## src/rtl/core/sfr_pkg.sv

```systemverilog
package sfr_pkg;

  localparam int BYTE_W    = 8;
  localparam int CFG_W     = 64;
  localparam int LEN_W     = 4;
  localparam int CFG_IDX_W = 2;

  typedef enum logic [CFG_IDX_W-1:0] {
    REG_PATTERN_BYTES     = 2'd0,
    REG_PATTERN_LENGTH    = 2'd1,
    REG_SUBSTITUTE_BYTES  = 2'd2,
    REG_SUBSTITUTE_LENGTH = 2'd3
  } cfg_reg_t;

  typedef struct packed {
    logic [LEN_W-1:0] len;
    logic             final_flag;
  } run_ctl_t;

endpackage

```

## src/rtl/core/sfr_if.sv

```systemverilog
interface sfr_in_if;
  logic                      valid;
  logic                      ready;
  logic [sfr_pkg::BYTE_W-1:0] in_byte;
  logic                      in_final;

  modport source (output valid, output in_byte, output in_final, input ready);
  modport sink   (input valid, input in_byte, input in_final, output ready);
endinterface

interface sfr_out_if;
  logic                      valid;
  logic                      ready;
  logic [sfr_pkg::BYTE_W-1:0] out_byte;
  logic                      byte_present;
  logic                      run_last;
  logic                      stream_last;

  modport source (output valid, output out_byte, output byte_present, output run_last,
                  output stream_last, input ready);
  modport sink   (input valid, input out_byte, input byte_present, input run_last,
                  input stream_last, output ready);
endinterface

```

## src/rtl/core/sfr_window.sv

```systemverilog
module sfr_window #(
  parameter int MAX_PATTERN    = 8,
  parameter int MAX_SUBSTITUTE = 8,
  parameter int RUN_DEPTH      = 8
) (
  input  logic                                  clk,
  input  logic                                  rst_n,
  input  logic                                  accept,
  input  logic [sfr_pkg::BYTE_W-1:0]            in_byte,
  input  logic                                  in_final,
  input  logic [sfr_pkg::CFG_W-1:0]             pattern_bytes,
  input  logic [sfr_pkg::LEN_W-1:0]             pattern_length,
  input  logic [sfr_pkg::CFG_W-1:0]             substitute_bytes,
  input  logic [sfr_pkg::LEN_W-1:0]             substitute_length,
  input  logic                                  plen_wr,
  output logic [RUN_DEPTH*sfr_pkg::BYTE_W-1:0]  run_bytes,
  output sfr_pkg::run_ctl_t                     run_ctl
);

  localparam int BW = sfr_pkg::BYTE_W;
  localparam int LW = sfr_pkg::LEN_W;

  logic [BW-1:0] win_r   [MAX_PATTERN];
  logic [BW-1:0] win_nxt [MAX_PATTERN];
  logic [BW-1:0] win_w   [MAX_PATTERN];
  logic [LW-1:0] fill_r, fill_nxt;

  logic [LW-1:0] plen, slen, fill0, fill1, run_len;
  logic          full, match, hit;

  // effective lengths
  always_comb begin
    if (pattern_length == '0) begin
      plen = LW'(1);
    end else if (pattern_length > LW'(MAX_PATTERN)) begin
      plen = LW'(MAX_PATTERN);
    end else begin
      plen = pattern_length;
    end
    if (substitute_length > LW'(MAX_SUBSTITUTE)) begin
      slen = LW'(MAX_SUBSTITUTE);
    end else begin
      slen = substitute_length;
    end
  end

  // insert the new byte and compare
  always_comb begin
    fill0 = (fill_r >= plen) ? '0 : fill_r;
    for (int i = 0; i < MAX_PATTERN; i++) begin
      win_w[i] = (fill0 == LW'(i)) ? in_byte : win_r[i];
    end
    fill1 = fill0 + LW'(1);
    full  = (fill1 == plen);
    match = 1'b1;
    for (int i = 0; i < MAX_PATTERN; i++) begin
      if ((LW'(i) < plen) && (win_w[i] != pattern_bytes[BW*i +: BW])) begin
        match = 1'b0;
      end
    end
    hit = full && match;
  end

  // run contents for the output stage
  always_comb begin
    for (int i = 0; i < RUN_DEPTH; i++) begin
      if (hit) begin
        run_bytes[BW*i +: BW] = substitute_bytes[BW*i +: BW];
      end else if (i < MAX_PATTERN) begin
        run_bytes[BW*i +: BW] = win_w[i];
      end else begin
        run_bytes[BW*i +: BW] = '0;
      end
    end
    if (hit) begin
      run_len = slen;
    end else if (in_final) begin
      run_len = fill1;
    end else if (full) begin
      run_len = LW'(1);
    end else begin
      run_len = '0;
    end
    run_ctl.len        = run_len;
    run_ctl.final_flag = in_final;
  end

  // window update
  always_comb begin
    fill_nxt = fill_r;
    for (int i = 0; i < MAX_PATTERN; i++) begin
      win_nxt[i] = win_r[i];
    end
    if (plen_wr) begin
      fill_nxt = '0;
    end else if (accept) begin
      if (hit || in_final) begin
        fill_nxt = '0;
      end else if (full) begin
        fill_nxt = plen - LW'(1);
      end else begin
        fill_nxt = fill1;
      end
      for (int i = 0; i < MAX_PATTERN; i++) begin
        if (full && !hit) begin
          win_nxt[i] = (i < MAX_PATTERN - 1) ? win_w[(i + 1) % MAX_PATTERN] : win_w[i];
        end else begin
          win_nxt[i] = win_w[i];
        end
      end
    end
  end

  always_ff @(posedge clk) begin
    if (!rst_n) begin
      fill_r <= '0;
    end else begin
      fill_r <= fill_nxt;
    end
  end

  always_ff @(posedge clk) begin
    for (int i = 0; i < MAX_PATTERN; i++) begin
      win_r[i] <= win_nxt[i];
    end
  end

endmodule

```

## src/rtl/core/sfr_serializer.sv

```systemverilog
module sfr_serializer #(
  parameter int RUN_DEPTH = 8
) (
  input  logic                                 clk,
  input  logic                                 rst_n,
  input  logic                                 load_valid,
  output logic                                 load_ready,
  input  logic [RUN_DEPTH*sfr_pkg::BYTE_W-1:0] run_bytes,
  input  sfr_pkg::run_ctl_t                    run_ctl,
  sfr_out_if.source                            out_ch
);

  localparam int BW = sfr_pkg::BYTE_W;
  localparam int LW = sfr_pkg::LEN_W;

  logic [BW-1:0] bytes_r [RUN_DEPTH];
  logic [LW-1:0] rem_r, rem_nxt;
  logic          present_r, final_r;
  logic          last, take, load;

  assign last       = (rem_r == LW'(1));
  assign take       = out_ch.valid && out_ch.ready;
  assign load_ready = (rem_r == '0) || (take && last);
  // runs with no beat and no end marker are dropped
  assign load       = load_valid && load_ready && ((run_ctl.len != '0) || run_ctl.final_flag);

  assign out_ch.valid        = (rem_r != '0);
  assign out_ch.out_byte     = present_r ? bytes_r[0] : '0;
  assign out_ch.byte_present = present_r;
  assign out_ch.run_last     = last;
  assign out_ch.stream_last  = last && final_r;

  always_comb begin
    rem_nxt = rem_r;
    if (load) begin
      rem_nxt = (run_ctl.len != '0) ? run_ctl.len : LW'(1);
    end else if (take) begin
      rem_nxt = rem_r - LW'(1);
    end
  end

  always_ff @(posedge clk) begin
    if (!rst_n) begin
      rem_r <= '0;
    end else begin
      rem_r <= rem_nxt;
    end
  end

  always_ff @(posedge clk) begin
    if (load) begin
      for (int i = 0; i < RUN_DEPTH; i++) begin
        bytes_r[i] <= run_bytes[BW*i +: BW];
      end
      present_r <= (run_ctl.len != '0);
      final_r   <= run_ctl.final_flag;
    end else if (take) begin
      for (int i = 0; i < RUN_DEPTH - 1; i++) begin
        bytes_r[i] <= bytes_r[i + 1];
      end
    end
  end

endmodule

```

## src/rtl/core/stream_find_replace_top.sv

```systemverilog
// an item's first result beat is registered and valid in the cycle after the item beat
// throughput: one item per cycle while items yield at most one result beat and out_ch
// is ready; a longer run holds input until the output run register sends its last beat
// reset: synchronous active-low rst_n clears the window fill, the output run
// and the configuration registers (pattern length 1, everything else zero)
module stream_find_replace_top #(
  parameter int MAX_PATTERN    = 8,
  parameter int MAX_SUBSTITUTE = 8
) (
  input  logic                            clk,
  input  logic                            rst_n,
  sfr_in_if.sink                          in_ch,
  sfr_out_if.source                       out_ch,
  input  logic                            cfg_we,
  input  logic [sfr_pkg::CFG_IDX_W-1:0]   cfg_index,
  input  logic [sfr_pkg::CFG_W-1:0]       cfg_data
);

  localparam int LW        = sfr_pkg::LEN_W;
  localparam int RUN_DEPTH = (MAX_PATTERN > MAX_SUBSTITUTE) ? MAX_PATTERN : MAX_SUBSTITUTE;

  logic [sfr_pkg::CFG_W-1:0]             pattern_bytes_r, substitute_bytes_r;
  logic [LW-1:0]                         pattern_length_r, substitute_length_r;
  logic                                  plen_wr, accept, run_ready;
  logic [RUN_DEPTH*sfr_pkg::BYTE_W-1:0]  run_bytes;
  sfr_pkg::run_ctl_t                     run_ctl;

  assign plen_wr     = cfg_we && (cfg_index == sfr_pkg::REG_PATTERN_LENGTH);
  assign in_ch.ready = run_ready;
  assign accept      = in_ch.valid && run_ready;

  always_ff @(posedge clk) begin
    if (!rst_n) begin
      pattern_bytes_r     <= '0;
      pattern_length_r    <= LW'(1);
      substitute_bytes_r  <= '0;
      substitute_length_r <= '0;
    end else if (cfg_we) begin
      case (cfg_index)
        sfr_pkg::REG_PATTERN_BYTES:     pattern_bytes_r     <= cfg_data;
        sfr_pkg::REG_PATTERN_LENGTH:    pattern_length_r    <= cfg_data[LW-1:0];
        sfr_pkg::REG_SUBSTITUTE_BYTES:  substitute_bytes_r  <= cfg_data;
        sfr_pkg::REG_SUBSTITUTE_LENGTH: substitute_length_r <= cfg_data[LW-1:0];
        default: begin
        end
      endcase
    end
  end

  sfr_window #(
    .MAX_PATTERN    (MAX_PATTERN),
    .MAX_SUBSTITUTE (MAX_SUBSTITUTE),
    .RUN_DEPTH      (RUN_DEPTH)
  ) u_window (
    .clk               (clk),
    .rst_n             (rst_n),
    .accept            (accept),
    .in_byte           (in_ch.in_byte),
    .in_final          (in_ch.in_final),
    .pattern_bytes     (pattern_bytes_r),
    .pattern_length    (pattern_length_r),
    .substitute_bytes  (substitute_bytes_r),
    .substitute_length (substitute_length_r),
    .plen_wr           (plen_wr),
    .run_bytes         (run_bytes),
    .run_ctl           (run_ctl)
  );

  sfr_serializer #(
    .RUN_DEPTH (RUN_DEPTH)
  ) u_serializer (
    .clk        (clk),
    .rst_n      (rst_n),
    .load_valid (in_ch.valid),
    .load_ready (run_ready),
    .run_bytes  (run_bytes),
    .run_ctl    (run_ctl),
    .out_ch     (out_ch)
  );

  a_no_beat_after_reset: assert property (@(posedge clk)
    $past(!rst_n) |-> !out_ch.valid)
    else $error("result beat right after reset");

  a_accept_while_busy: assert property (@(posedge clk) disable iff (!rst_n)
    (accept && out_ch.valid) |-> (out_ch.ready && out_ch.run_last))
    else $error("new item taken before pending run finished");

  a_bare_marker: assert property (@(posedge clk) disable iff (!rst_n)
    (out_ch.valid && !out_ch.byte_present) |->
      (out_ch.stream_last && out_ch.run_last && out_ch.out_byte == '0))
    else $error("bare end marker malformed");

  a_hold_while_stalled: assert property (@(posedge clk) disable iff (!rst_n)
    (out_ch.valid && !out_ch.ready) |=>
      (out_ch.valid && $stable(out_ch.out_byte) && $stable(out_ch.byte_present) &&
       $stable(out_ch.run_last) && $stable(out_ch.stream_last)))
    else $error("result beat changed while stalled");

endmodule

```

## src/flat_wrapper.sv

```systemverilog
// flat-port wrapper written by rule: the top's interface ports become plain ports
module stream_find_replace_top_flat 
#(
  parameter int MAX_PATTERN    = 8,
  parameter int MAX_SUBSTITUTE = 8
)
  (clk, rst_n, cfg_we, cfg_index, cfg_data, in_ch_valid, in_ch_in_byte, in_ch_in_final, in_ch_ready, out_ch_valid, out_ch_out_byte, out_ch_byte_present, out_ch_run_last, out_ch_stream_last, out_ch_ready);
  sfr_in_if in_ch_i ();
  sfr_out_if out_ch_i ();
  input  logic clk;
  input  logic rst_n;
  input  logic cfg_we;
  input  logic [sfr_pkg::CFG_IDX_W-1:0] cfg_index;
  input  logic [sfr_pkg::CFG_W-1:0] cfg_data;
  input wire logic [$bits(in_ch_i.valid)-1:0] in_ch_valid;
  input wire logic [$bits(in_ch_i.in_byte)-1:0] in_ch_in_byte;
  input wire logic [$bits(in_ch_i.in_final)-1:0] in_ch_in_final;
  output wire logic [$bits(in_ch_i.ready)-1:0] in_ch_ready;
  output wire logic [$bits(out_ch_i.valid)-1:0] out_ch_valid;
  output wire logic [$bits(out_ch_i.out_byte)-1:0] out_ch_out_byte;
  output wire logic [$bits(out_ch_i.byte_present)-1:0] out_ch_byte_present;
  output wire logic [$bits(out_ch_i.run_last)-1:0] out_ch_run_last;
  output wire logic [$bits(out_ch_i.stream_last)-1:0] out_ch_stream_last;
  input wire logic [$bits(out_ch_i.ready)-1:0] out_ch_ready;
  assign in_ch_i.valid = in_ch_valid;
  assign in_ch_i.in_byte = in_ch_in_byte;
  assign in_ch_i.in_final = in_ch_in_final;
  assign in_ch_ready = in_ch_i.ready;
  assign out_ch_valid = out_ch_i.valid;
  assign out_ch_out_byte = out_ch_i.out_byte;
  assign out_ch_byte_present = out_ch_i.byte_present;
  assign out_ch_run_last = out_ch_i.run_last;
  assign out_ch_stream_last = out_ch_i.stream_last;
  assign out_ch_i.ready = out_ch_ready;
  stream_find_replace_top #(.MAX_PATTERN(MAX_PATTERN), .MAX_SUBSTITUTE(MAX_SUBSTITUTE)) u_core (.clk(clk), .rst_n(rst_n), .in_ch(in_ch_i), .out_ch(out_ch_i), .cfg_we(cfg_we), .cfg_index(cfg_index), .cfg_data(cfg_data));
endmodule
```

## config.mk

```make
export PLATFORM = sky130hd
export DESIGN_NAME = stream_find_replace_top_flat
export DESIGN_NICKNAME = d
export VERILOG_FILES = /design/src/rtl/core/sfr_pkg.sv /design/src/rtl/core/sfr_if.sv /design/src/rtl/core/sfr_window.sv /design/src/rtl/core/sfr_serializer.sv /design/src/rtl/core/stream_find_replace_top.sv /design/src/flat_wrapper.sv
export SDC_FILE = /design/constraint.sdc
export NUM_CORES = 1
export LEC_CHECK = 0
export BUFFER_PORTS_ARGS = -buffer_cell sky130_fd_sc_hd__clkbuf_2
export CAP_MARGIN = 30
export CELL_PAD_IN_SITES_DETAIL_PLACEMENT = 1
export CELL_PAD_IN_SITES_GLOBAL_PLACEMENT = 2
export CORE_ASPECT_RATIO = 1.5
export CORE_MARGIN = 2
export CORE_UTILIZATION = 40
export CTS_CLUSTER_SIZE = 16
export DETAILED_ROUTE_END_ITERATION = 6
export PLACE_DENSITY_LB_ADDON = 0.3
export SLEW_MARGIN = 20
export SYNTH_ARGS = -nofsm -noshare
export SYNTH_HDL_FRONTEND = slang
export SYNTH_HIERARCHICAL = 1
export SYNTH_SLANG_ARGS = --single-unit
```

## constraint.sdc

```tcl
create_clock -name clk -period 7.55 [get_ports clk]
set_input_delay 0.3775 -clock clk [delete_from_list [all_inputs] [get_ports clk]]
set_output_delay 0.3775 -clock clk [all_outputs]
set_load 0.01 [all_outputs]
```

# Yosys cells after proc, flatten, opt, wreduce, memory -nomap -nowiden
# Memory sizes are Yosys's and may differ from the RTL's.
# Index checks and enable logic that the tools add are counted.
[classes]
addsub = 3
n_lt_le_gt_ge = 11
n_eq_ne = 20
mux = 58
bitwise_logic = 8
reduce_logical = 32
[op_table]
columns = ["cell", "n"]
rows = [
  ["2-to-1 mux 8 bit", 31],
  ["2-to-1 mux 64 bit", 2],
  ["inequality test 8 bit", 8],
  ["2-to-1 mux 4 bit", 11],
  ["== test 4 x 3 -> 1 bit (second input constant)", 4],
  ["logical AND 1 bit", 16],
  ["less-than comparator 3 x 4 -> 1 bit (first input constant)", 4],
  ["2-to-1 mux 1 bit", 14],
  ["zero test 4 bit", 3],
  ["== test 4 x 1 -> 1 bit (second input constant)", 2],
  ["== test 4 x 2 -> 1 bit (second input constant)", 2],
  ["greater-than comparator 4 bit (second input constant)", 2],
  ["less-than comparator 1 x 4 -> 1 bit (first input constant)", 2],
  ["less-than comparator 2 x 4 -> 1 bit (first input constant)", 2],
  ["AND reduction 2 bit", 4],
  ["nonzero test 4 bit", 2],
  ["subtractor 4 x 1 -> 4 bit (second input constant)", 2],
  ["bitwise OR 1 bit", 7],
  ["adder 4 x 1 -> 4 bit (second input constant)", 1],
  ["== test 2 bit (second input constant)", 2],
  ["== test 4 bit", 1],
  [">= comparator 4 bit", 1],
  ["logical OR 1 bit", 3],
  ["== test 2 x 1 -> 1 bit (second input constant)", 1],
  ["other kinds (5)", 5],
]
[totals]
register_bits = 146
ramBits = 128
inputBits = 80
output_inout_bits = 13
wordCells = 142
mem_count = 2
[mem_list]
columns = ["name", "words", "width", "read_ports", "rd_ports_with_merged_regs", "write_ports", "line", "source"]
rows = [
  ["u_core.u_serializer.bytes_r", 8, 8, 8, 0, 8, "sfr_serializer.sv:16", "logic [BW-1:0] bytes_r [RUN_DEPTH];"],
  ["u_core.u_window.win_r", 8, 8, 8, 0, 8, "sfr_window.sv:23", "logic [BW-1:0] win_r [MAX_PATTERN];"],
]

# Depth between registers and ports, before layout
# Gate-level depths: netlist of the first run.
[depth]
word_depth = 25
depth_mapped = 29

# Hierarchy
# The synthesis of the first run kept the hierarchy.
[modules_own_cells]
columns = ["module", "instances", "cells_per_inst", "area_each_um2", "seq_area_each_um2"]
rows = [
  ["sfr_window", 1, 776, 6538.8, 2001.9],
  ["stream_find_replace_top", 1, 515, 5221.3, 2722.6],
  ["sfr_serializer", 1, 192, 3138.0, 2062.0],
]

# Worst setup path before layout of the first run
# No wires, ideal clock.
[synth_timing]
path_type = "flip-flop to flip-flop"
startpoint = "reg u_core.pattern_length_r[1]"
endpoint = "mem u_core/u_serializer/bytes_r[0][0] (netlist name) (enable)"
setup_time_ns = 0.391
arrival_time_ns = 6.003
required_time_ns = 7.159
slack_ns = 1.156
stages_incl_launch_ff = 28
n_path_buf = 3
path_cell_list = "dfxtp_1 -> nor2_1 -> nor2_1 -> nor2_1 -> ha_1 -> nor3b_4 -> clkbuf_1 -> or2_2 -> and3_1 -> inv_1 -> ha_1 -> inv_1 -> clkbuf_1 -> nand2_1 -> o211ai_1 -> xor2_1 -> nor4_1 -> nand4_1 -> nor4b_2 -> and2_1 -> o211ai_2 -> clkbuf_1 -> nand3b_1 -> o21ai_0 -> or4_4 -> o2111ai_4 -> inv_1 -> or2_2"
[synth_lines]
columns = ["element", "line", "source"]
rows = [
  ["start, declared", "stream_find_replace_top.sv:23", "logic [LW-1:0] pattern_length_r, substitute_length_r;"],
  ["start signal, assigned", "stream_find_replace_top.sv:41", "sfr_pkg::REG_PATTERN_LENGTH: pattern_length_r <= cfg_data[LW-1:0];"],
  ["end, declared", "sfr_serializer.sv:16", ""],
]

==> key figures, run 1 <==
Run status
  • Status: finished clean

STA
  • Slew Limit Fails: 0
  • Max Freq: 0.145 GHz
  • Clock skew: 16.0 ps
  • Setup_tns: 0 ps
  • Worst slew margin relative to its limit: 0.419
  • Worst-Margin Slew: approximately 870 ps
  • Setup violators final: 0
  • Fin. Hold Viols: 0
  • Crit path time final: 6920 ps
  • Period utilisation layout: 0.916
  • Unrepaired setup endpoints after global routing: false

Logic synthesis
  • Commonest cells post-synth: 316 x nand2_1, 146 x mux2i_1, 144 x dfxtp_1, 130 x edfxtp_1, 70 x mux2_2
  • Register area share after synthesis: 0.456
  • Yosys reg bits: 274
  • Yosys synthesis warning count: 6
  • Number of enable flip-flop cells after synthesis: 130
  • Post-Syn Area: 14,900 sq um
  • Syn Area/Cell: 10.0 sq um
  • Yosys top cell by area: edfxtp_1
  • Post-synth ARST share: 0
  • Primary FF master, synth: dfxtp_1
  • Most instantiated library cell after synthesis: nand2_1
  • Post-synth net total: 1,576
  • Distinct cells, synth: 74
  • Cells after Synth: 1,483
  • Share of the synthesized area in the top cell type: 0.262
  • Ranking of synthesized cells by area: edfxtp_1 26%, dfxtp_1 19%, mux2i_1 9.8%

Global route
  • Grt total ovfl: 0
  • First-pass GRT wire length: just over 70 mm
  • Vias in the first global route: approximately 12,000
  • M3 GR Usage: 0.0298
  • Met2 Usage GRT: 0.460
  • Global routing's busiest layer: met2
  • Initial antenna violation count: 0
  • Total GRT Usage: 0.244
  • Largest net degree at the start of global routing: 74
  • Met1 Use GR: 0.271

Clock tree
  • CTS tree: built
  • Htree depth: 1
  • Clk buf depth: 3
  • Cts hold-fix bufs: 0
  • Clock-pin slew on the worst setup and hold paths: approximately 70 ps
  • Post-CTS Setup Repair Bufs: 0
  • Resize count post-CTS: 0
  • CTS root buf: clkbuf_16
  • Sink Count: about 270
  • Clk_lat worst skew: 580 ps
  • Inserted Clock Buffers: 28

Final layout
  • Area added between synthesis and finish: 11.6%
  • Final Core Density: 0.453
  • Layout cell share with drive strength beyond 1: 0.188
  • Net count, final: 1,642
  • # diodes: 0

Critical path
  • Req. time, crit path: 7840 ps
  • CP max-delay cell: or4_4
  • Most used cell, CP: inv_1
  • Startpoint types: flip-flop
  • CP arrival: between 7000 and 8000 ps
  • Highest cell delay on the worst timing path: 600 ps
  • CP Class: reg2reg
  • CP Cell Sequence: inv_1 -> ha_1 -> a21oi_2 -> nand3_1 -> inv_1 -> ha_1 -> inv_1 -> nor2_1 -> nand2_1 -> a311o_1 -> o22ai_1 -> nor4b_2 -> and2_1 -> o211ai_4 -> nand3b_1 -> o21ai_0 -> or4_4 -> o2111ai_4 -> inv_1 -> or2_4 -> buf_4
  • CP endpoint kind: flip-flop
  • Crit-path max FO: 24

Routing
  • WL final: 48.2 mm
  • Number of vias per cell: approximately 5.7
  • DRT antenna net count: 0
  • Avg WL per Cell: 23.5 microns
  • First-iteration detailed-routing DRC count: just under 800
  • Drt drc: 0
  • Via count: between 10,000 and 15,000
  • Drt pass-1 iters: 5

Floorplanning
  • Row count: between 80 and 90
  • Chip height: between 200 and 250 microns
  • Ports: 93
  • Initial core utilization: 0.406
  • Die extent in x: 162 microns
  • DIE AREA: 38,800 sq um
  • Total core area: 36,700 sq um

Place
  • Port Buffers: 92
  • Final HPWL DP: between 30 and 40 mm
  • Final GP Congestion: 0.867

Pwr
  • Leak: 6.82 nW
  • Peak supply drop: 0.213 mV
  • Total chip power: 5.61 mW
  • Power per cell area: 337 nW/um^2

Run
  • Max Cap Viol: 0

Worst hold path
  • Hold crit path type: in2reg
-- stage by stage --
step | instances | setup WS (ps) | hold slack [ps] | cell area (sq um)
after floorplan | 1483 | 1160 | 434 | 14900
after global placement | 2000 | 593 | 444 | 15600
after detailed placement | 2000 | 219 | 455 | 15600
after CTS | 2052 | 187 | 36.8 | 16600
after global routing | 2055 | 137 | 63.3 | 16600
final | 2055 | 634 | 58.6 | 16600
-- cells in the final DEF, fill, tap and decap left out, types with 9 or more instances in the layout --
master | synthesis | routed
clkbuf_2 | 0 | 91
and2_1 | 22 | 22
o211ai_1 | 17 | 17
mux2_4 | 20 | 20
o21ai_0 | 30 | 30
a222oi_1 | 18 | 18
nor4_1 | 16 | 16
mux2_2 | 70 | 70
dfxtp_1 | 144 | 144
a21oi_1 | 42 | 42
nor3_1 | 18 | 18
nand3_1 | 33 | 33
inv_1 | 52 | 52
edfxtp_1 | 130 | 130
nand2_1 | 316 | 316
xor2_1 | 47 | 47
ha_1 | 13 | 12
clkbuf_16 | 0 | 33
xnor2_1 | 25 | 25
and3_1 | 14 | 14
o2111ai_1 | 18 | 18
mux2i_1 | 146 | 146
a31oi_1 | 26 | 26
nand2b_1 | 9 | 9
nor2_1 | 66 | 65
buf_4 | 7 | 32
-- report_power, final --
part           internal (mW)  switching, mW
Sequential              2.12          0.225
Combinational          0.719           1.04
Clock                  0.876          0.624
-- layer usage --
metal  wire (microns)  vias up
met2            25600      305
met4             2400        0
met3             2090      114
li1                 -     5409
met1            18200     5818
met5                0        -
-- flip-flops by register name, summed over array words and instances, names as in the netlist --
| signal | flops |
|---|---|
| u_core/substitute_bytes_r | 64 |
| u_core/u_window/fill_r | 4 |
| u_core/pattern_length_r | 4 |
| u_core/u_window/win_r | 64 |
| u_core/u_serializer/bytes_r | 64 |
| u_core/u_serializer/out_ch.byte_present | 1 |
| u_core/pattern_bytes_r | 64 |
| u_core/u_serializer/rem_r | 4 |
| u_core/u_serializer/final_r | 1 |
| u_core/substitute_length_r | 4 |
-- critical path, delay by kind of cell (launching register included) --
kind,cells,cell delay (ps)
simple gates,8,2810
compound gates,6,1730
buf+inv,5,1040
fa+ha+maj,2,530
flops,1,480
-- logic make-up after synthesis --
logic type	share of synthesized area
buf+inv	0.0561
mux	0.177
fa+ha+maj	0.0109
xor+xnor	0.0423
simple gates	0.157
compound gates	0.101
flops	0.456
-- final cells by class --
| class | count | area, sq um |
|---|---|---|
| fillers | 4133 | 20100 |
| multi-input cells | 1068 | 7330 |
| flip-flops and latches | 274 | 6790 |
| clock buffers | 43 | 923 |
| repair buffers | 124 | 707 |
| well taps | 484 | 606 |
| inverters | 53 | 199 |
| clock inverters | 9 | 71.3 |
-- worst paths after layout --
kind | startpoint | endpoint | slack, ps | cells past startpoint
min reg2reg | u_core/substitute_bytes_r[0]$_SDFFE_PN0P_ | u_core/substitute_bytes_r[0]$_SDFFE_PN0P_ | 460 | 2
max | u_core/pattern_length_r[3]$_SDFFE_PN0P_ | u_core/u_serializer/bytes_r[0][21]$_DFFE_PP_ | 630 | 21
min | cfg_data[42] | u_core/substitute_bytes_r[42]$_SDFFE_PN0P_ | 60 | 3
max reg2reg | u_core/pattern_length_r[3]$_SDFFE_PN0P_ | u_core/u_serializer/bytes_r[0][21]$_DFFE_PP_ | 630 | 21
No activity file was read; power rests on OpenSTA's default activity.
==> run 2: changes to the inputs <==
--- a/config.mk
+++ b/config.mk
@@ -6,11 +6,9 @@
 export NUM_CORES = 1
 export LEC_CHECK = 0
 export BUFFER_PORTS_ARGS = -buffer_cell sky130_fd_sc_hd__clkbuf_2
-export CAP_MARGIN = 30
 export CELL_PAD_IN_SITES_DETAIL_PLACEMENT = 1
 export CELL_PAD_IN_SITES_GLOBAL_PLACEMENT = 2
 export CORE_ASPECT_RATIO = 1.5
-export CORE_MARGIN = 2
 export CORE_UTILIZATION = 40
 export CTS_CLUSTER_SIZE = 16
 export DETAILED_ROUTE_END_ITERATION = 6
==> run 2 against run 1 <==
Net effect: the flow now finishes with violations (DRC); design area fell by 0.47%; fmax fell by 2.0%; utilization fell by 0.21 points; combinational power barely moved; largest cell class unchanged; largest power group unchanged.
==> key figures, run 2 (synthesis gave the netlist of run 1 again) <==
Final layout
  • # diodes: 0
  • Commonest non-fill, non-tap cells in the layout: 316 x nand2_1, 146 x mux2i_1, 144 x dfxtp_1
  • Area added between synthesis and finish: 11.0%
  • Net count, final: about 1,600
  • Commonest non-fill, non-tap cell in the layout: nand2_1
  • Layout cell share with drive strength beyond 1: 0.185

Critical path
  • R2r endpoint: u_core/u_serializer/bytes_r[0][3]$_DFFE_PP_
  • Req. time, crit path: around 7900 ps
  • Reg2reg path depth: 23
  • CP arrival: 7380 ps
  • CP endpoint kind: flip-flop
  • Startpoint types: flip-flop
  • Reg-to-reg slack, setup: between 400 and 500 ps
  • Crit-path max FO: 24
  • CP Class: reg2reg
  • Worst R2R Start: u_core/pattern_length_r[1]$_SDFFE_PN0P_

Worst hold path
  • Hold EP: u_core/substitute_bytes_r[36]$_SDFFE_PN0P_
  • Hold path depth: 3
  • Hold crit path type: in2reg
  • Min-delay src: cfg_data[36]

Global route
  • Total GRT Usage: 0.252
  • Largest net degree at the start of global routing: 88
  • Grt total ovfl: 0
  • Initial antenna violation count: 0
  • First-pass GRT wire length: 72.5 mm
  • Vias in the first global route: roughly 12,000

Routing
  • Drt pass-1 iters: 7
  • Number of vias per cell: 5.64
  • WL final: 48.3 mm
  • DRT antenna net count: 0
  • Drt drc: 2
  • First-iteration detailed-routing DRC count: 826
  • Avg WL per Cell: 23.5 microns
  • Via count: roughly 12,000

Clock tree
  • Clk_lat worst skew: 580 ps
  • CTS root buf: clkbuf_16
  • Htree depth: 1
  • Inserted Clock Buffers: 29
  • Post-CTS Setup Repair Bufs: 0
  • Clock-pin slew on the worst setup and hold paths: 70 ps
  • Clk buf depth: 3
  • Sink Count: 274
  • CTS tree: built

Floorplanning
  • Initial core utilization: 0.406
  • DIE AREA: 38,000 sq um
  • Die extent in x: 160 microns
  • Chip height: 238 microns
  • Ports: 93
  • Row count: 86
  • Total core area: ~37,000 sq um

STA
  • Setup_tns: 0 ps
  • Crit path time final: 7060 ps
  • Max Freq: 0.142 GHz
  • Fin. Hold Viols: 0
  • Worst Slack Setup Final: 495 ps
  • Slew Limit Fails: 0
  • Worst slew margin relative to its limit: 0.335
  • Period utilisation layout: 0.934
  • Setup violators final: 0
  • Worst-Margin Slew: ~1000 ps
  • Clock skew: roughly 22 ps
  • Unrepaired setup endpoints after global routing: false

Place
  • Port Buffers: approximately 90
  • Final HPWL DP: 34.8 mm
  • Final GP Congestion: 0.890
  • Pre-CTS WS: 389 ps

Run status
  • Failing checks: DRC
  • Status: finished, violations left

Pwr
  • Leak: 6.79 nW
  • Power per cell area: 333 nW/um^2
  • Peak supply drop: 0.204 mV

Run
  • Max Cap Viol: 0
[run 2: metrics by stage]
step / area [sq um] / cells / total power [mW] / hold WS, ps / utilization
floorplan: 14900 / 1483 / 3.53 / 434 / -
global placement: 15600 / 2003 / 4.06 / 445 / 0.425
detailed placement: 15600 / 2003 / 4.11 / 456 / 0.425
CTS: 16500 / 2056 / 5.54 / 38.5 / 0.451
global route: 16500 / 2057 / 5.76 / 51.1 / 0.451
finish: 16500 / 2057 / 5.51 / 56.0 / 0.451
[run 2: cell type report]
class,instances,area [sq um]
inverter,53,199
sequential,274,6790
multi-input combinational,1066,7300
tap,484,606
timing repair buffer,127,729
fill,4106,20100
clock inverter,6,36.3
clock buffer,47,883
[run 2: how the worst max path moves through the flow]
| stage | startpoint | to | slack (ps) |
|---|---|---|---|
| final | u_core/pattern_length_r[1]$_SDFFE_PN0P_ | u_core/u_serializer/bytes_r[0][3]$_DFFE_PP_ | 490 |
| after CTS | u_core/pattern_length_r[1]$_SDFFE_PN0P_ | u_core/u_serializer/bytes_r[0][22]$_DFFE_PP_ | 340 |
| after global routing | u_core/pattern_length_r[1]$_SDFFE_PN0P_ | u_core/u_serializer/bytes_r[0][20]$_DFFE_PP_ | 3 |
| after floorplan | u_core/pattern_length_r[1]$_SDFFE_PN0P_ | u_core/u_serializer/bytes_r[0][0]$_DFFE_PP_ | 1160 |
| after global placement | u_core/pattern_length_r[1]$_SDFFE_PN0P_ | u_core/u_serializer/bytes_r[0][11]$_DFFE_PP_ | 520 |
| after detailed placement | u_core/pattern_length_r[1]$_SDFFE_PN0P_ | u_core/u_serializer/bytes_r[0][14]$_DFFE_PP_ | 390 |
[run 2: worst max-delay path, stage by stage, from the launching register on]
cell,delay [ps]
dfxtp_1,360
nor2_1,120
nor2_1,40
nor2_1,320
ha_1,340
nor3b_4,190
or2_2,170
nand3_1,180
inv_1,210
ha_1,420
inv_1,210
o21ai_0,360
a21oi_1,140
nor4_1,340
nand4_1,290
nor4b_2,490
and2_1,270
o211ai_4,190
nand3b_1,150
o21ai_0,160
or4_4,600
o2111ai_4,330
and2_4,520
mux2_2,390
[run 2: timing repair]
action                                  4_1_cts  5_1_grt
hold buffers                                  0        0
endpoints found under the setup margin        0       57
gates resized for setup                       0        2
[run 2: routing by layer]
| metal | wire length, microns | vias to the layer above | global-route usage | share of wire |
|---|---|---|---|---|
| met4 | 2490 | 0 | 0.138 | 0.051 |
| met3 | 1740 | 101 | 0.0266 | 0.036 |
| li1 | - | 5428 | - | - |
| met5 | 0 | - | 0 | 0 |
| met1 | 18500 | 5779 | 0.277 | 0.38 |
| met2 | 25500 | 301 | 0.471 | 0.53 |
[run 2: power by group]
group          leakage (nW)  switching (mW)  internal, mW
sequential             2.41           0.222          2.12
combinational          3.93            1.04         0.720
clock                 0.455           0.608         0.795
==> run 3: changes to the inputs <==
==> constraint.sdc (replaced) <==
create_clock -name clk -period 7.55 [get_ports clk]
set_input_delay 1.51 -clock clk [delete_from_list [all_inputs] [get_ports clk]]
set_output_delay 1.51 -clock clk [all_outputs]
set_load 0.01 [all_outputs]
==> run 3 against run 2 <==
Net effect: the flow now finishes without violations; wire length grew 0.24%; combinational power is essentially flat; via count grew 0.59%; die area is the same; clock power grew 4%; count of clock-buffer cells in the layout shrank 2; fmax shrank 1.4%; flip-flop and latch count is the same; highest routed layer unchanged; critical path depth grew 2.
==> key figures, run 3 (synthesis gave the netlist of run 1 again) <==
Run status
  • Status: finished clean

Clock tree
  • CTS root buf: clkbuf_16
  • Clk buf depth: 3
  • Htree depth: 1
  • Sink Count: about 270
  • Clock-pin slew on the worst setup and hold paths: approximately 60 ps
  • Inserted Clock Buffers: 28
  • CTS tree: built
  • Clk_lat worst skew: 570 ps
  • Cts hold-fix bufs: 0

Critical path
  • Reg2reg path depth: 25
  • CP max-delay cell: or4_4
  • Req. time, crit path: 7860 ps
  • Startpoint types: flip-flop
  • CP Class: reg2reg
  • Delay-heaviest family, CP: simple AND/OR/NAND/NOR gates
  • R2r endpoint: u_core/u_serializer/bytes_r[0][18]$_DFFE_PP_
  • Reg-to-reg slack, setup: 390 ps
  • Crit-path max FO: 37
  • CP endpoint kind: flip-flop
  • WP buf/inv: 5
  • CP arrival: 7470 ps
  • Worst R2R Start: u_core/pattern_length_r[1]$_SDFFE_PN0P_
  • Highest cell delay on the worst timing path: 610 ps

Worst hold path
  • Hold path depth: 2
  • Min-delay src: u_core/substitute_bytes_r[52]$_SDFFE_PN0P_
  • Hold EP: u_core/substitute_bytes_r[52]$_SDFFE_PN0P_
  • Hold crit path type: reg2reg

Floorplanning
  • Initial core utilization: 0.406
  • Chip height: between 200 and 250 microns
  • Ports: 93
  • DIE AREA: between 30,000 and 40,000 sq um
  • Row count: 86
  • Total core area: 36,700 sq um
  • Die extent in x: 160 microns

Pwr
  • Peak supply drop: 0.213 mV
  • Flop pwr share: 0.419
  • Power per cell area: approximately 330 nW/um^2
  • Leak: 6.88 nW
  • Cell internal pwr: 3.71 mW
  • Net switching power figure: 1.87 mW
  • Sw frac: 0.336
  • Clk network pwr share: 0.261
  • Logic pwr share: 0.320

Global route
  • Initial antenna violation count: 0
  • Total GRT Usage: 0.252
  • Vias in the first global route: ~12,000
  • Largest net degree at the start of global routing: 77
  • First-pass GRT wire length: 73.1 mm
  • Grt total ovfl: 0

Routing
  • Drt pass-1 iters: 5
  • Number of vias per cell: 5.65
  • WL final: around 48 mm
  • Drt drc: 0
  • DRT antenna net count: 0
  • Via count: 11,700
  • Avg WL per Cell: 23.4 microns
  • First-iteration detailed-routing DRC count: 754

Run
  • Max Cap Viol: 0

STA
  • Period utilisation layout: 0.948
  • Setup_tns: 0 ps
  • Crit path time final: 7160 ps
  • Clock skew: about 22 ps
  • Max Freq: 0.140 GHz
  • Unrepaired setup endpoints after global routing: false
  • Worst-Margin Slew: 896 ps
  • Fin. Hold Viols: 0
  • Setup violators final: 0
  • Slew Limit Fails: 0
  • Worst slew margin relative to its limit: 0.401

Place
  • Final GP Congestion: 0.859
  • Area post-placement: 15,700 sq um
  • Port Buffers: between 90 and 100
  • Placed cells: ~2,000
  • Final HPWL DP: around 35 mm

Final layout
  • Commonest non-fill, non-tap cell in the layout: nand2_1
  • Fin area: 16,700 sq um
  • Layout cell share with drive strength beyond 1: 0.193
  • Layout Cells excl Fill: a little over 2,000
  • Area added between synthesis and finish: 12.0%
  • Net count, final: about 1,700
  • # diodes: 0
  • Commonest non-fill, non-tap cells in the layout: 316 x nand2_1, 146 x mux2i_1, 144 x dfxtp_1
==> run 3: final cells by class <==
cell class,instances,area [sq um]
fillers,4106,20000
multi-input cells,1066,7300
flip-flops and latches,274,6790
clock buffers,45,900
repair buffers,138,837
well taps,484,606
inverters,53,199
clock inverters,7,61.3
==> run 3: how the worst max path moves through the flow <==
| stage | from | end | slack [ps] | cells after the start |
|---|---|---|---|---|
| 2_1_floorplan | u_core/pattern_length_r[1]$_SDFFE_PN0P_ | u_core/u_serializer/bytes_r[0][0]$_DFFE_PP_ | 1160 | 27 |
| 3_3_place_gp | u_core/pattern_length_r[1]$_SDFFE_PN0P_ | u_core/u_serializer/bytes_r[0][2]$_DFFE_PP_ | 430 | 23 |
| 3_5_place_dp | u_core/pattern_length_r[1]$_SDFFE_PN0P_ | u_core/u_serializer/bytes_r[1][6]$_DFFE_PP_ | 150 | 23 |
| 4_1_cts | u_core/pattern_length_r[1]$_SDFFE_PN0P_ | u_core/u_serializer/bytes_r[0][6]$_DFFE_PP_ | 80 | 23 |
| 5_1_grt | u_core/pattern_length_r[1]$_SDFFE_PN0P_ | u_core/u_serializer/bytes_r[0][14]$_DFFE_PP_ | 70 | 25 |
| 6_report | u_core/pattern_length_r[1]$_SDFFE_PN0P_ | u_core/u_serializer/bytes_r[0][18]$_DFFE_PP_ | 390 | 25 |
==> run 3: tightest hold or removal path, stage by stage (launching register included) <==
cell     delay [ps]
dfxtp_1         300
nand2_1          50
mux2i_1          60
==> run 3: layer usage <==
layer  track usage  routed length (microns)
met1         0.274                    18600
met3        0.0299                     1810
met2         0.477                    25700
met5             0                        0
met4         0.126                     2300
==> run 3: timing repair <==
action,in CTS,in global routing
endpoints found under the setup margin,0,104
gates resized for setup,0,3
buffers inserted,0,4
==> run 3: power groups by stage <==
stage	combinational, mW	clock, mW	sequential, mW
floorplan	1.27	0	2.26
global placement	1.69	0	2.36
detailed placement	1.75	0	2.37
CTS	1.75	1.49	2.34
global route	1.92	1.54	2.36
finish	1.79	1.46	2.34
==> run 3: metrics by stage <==
step	setup slack, ps	hold slack, ps	power (mW)	util
5_1_grt	73.0	485	5.83	0.455
3_5_place_dp	147	456	4.11	0.427
3_3_place_gp	432	448	4.06	0.427
6_report	393	462	5.58	0.455
2_1_floorplan	1160	434	3.53	-
4_1_cts	77.4	466	5.58	0.453
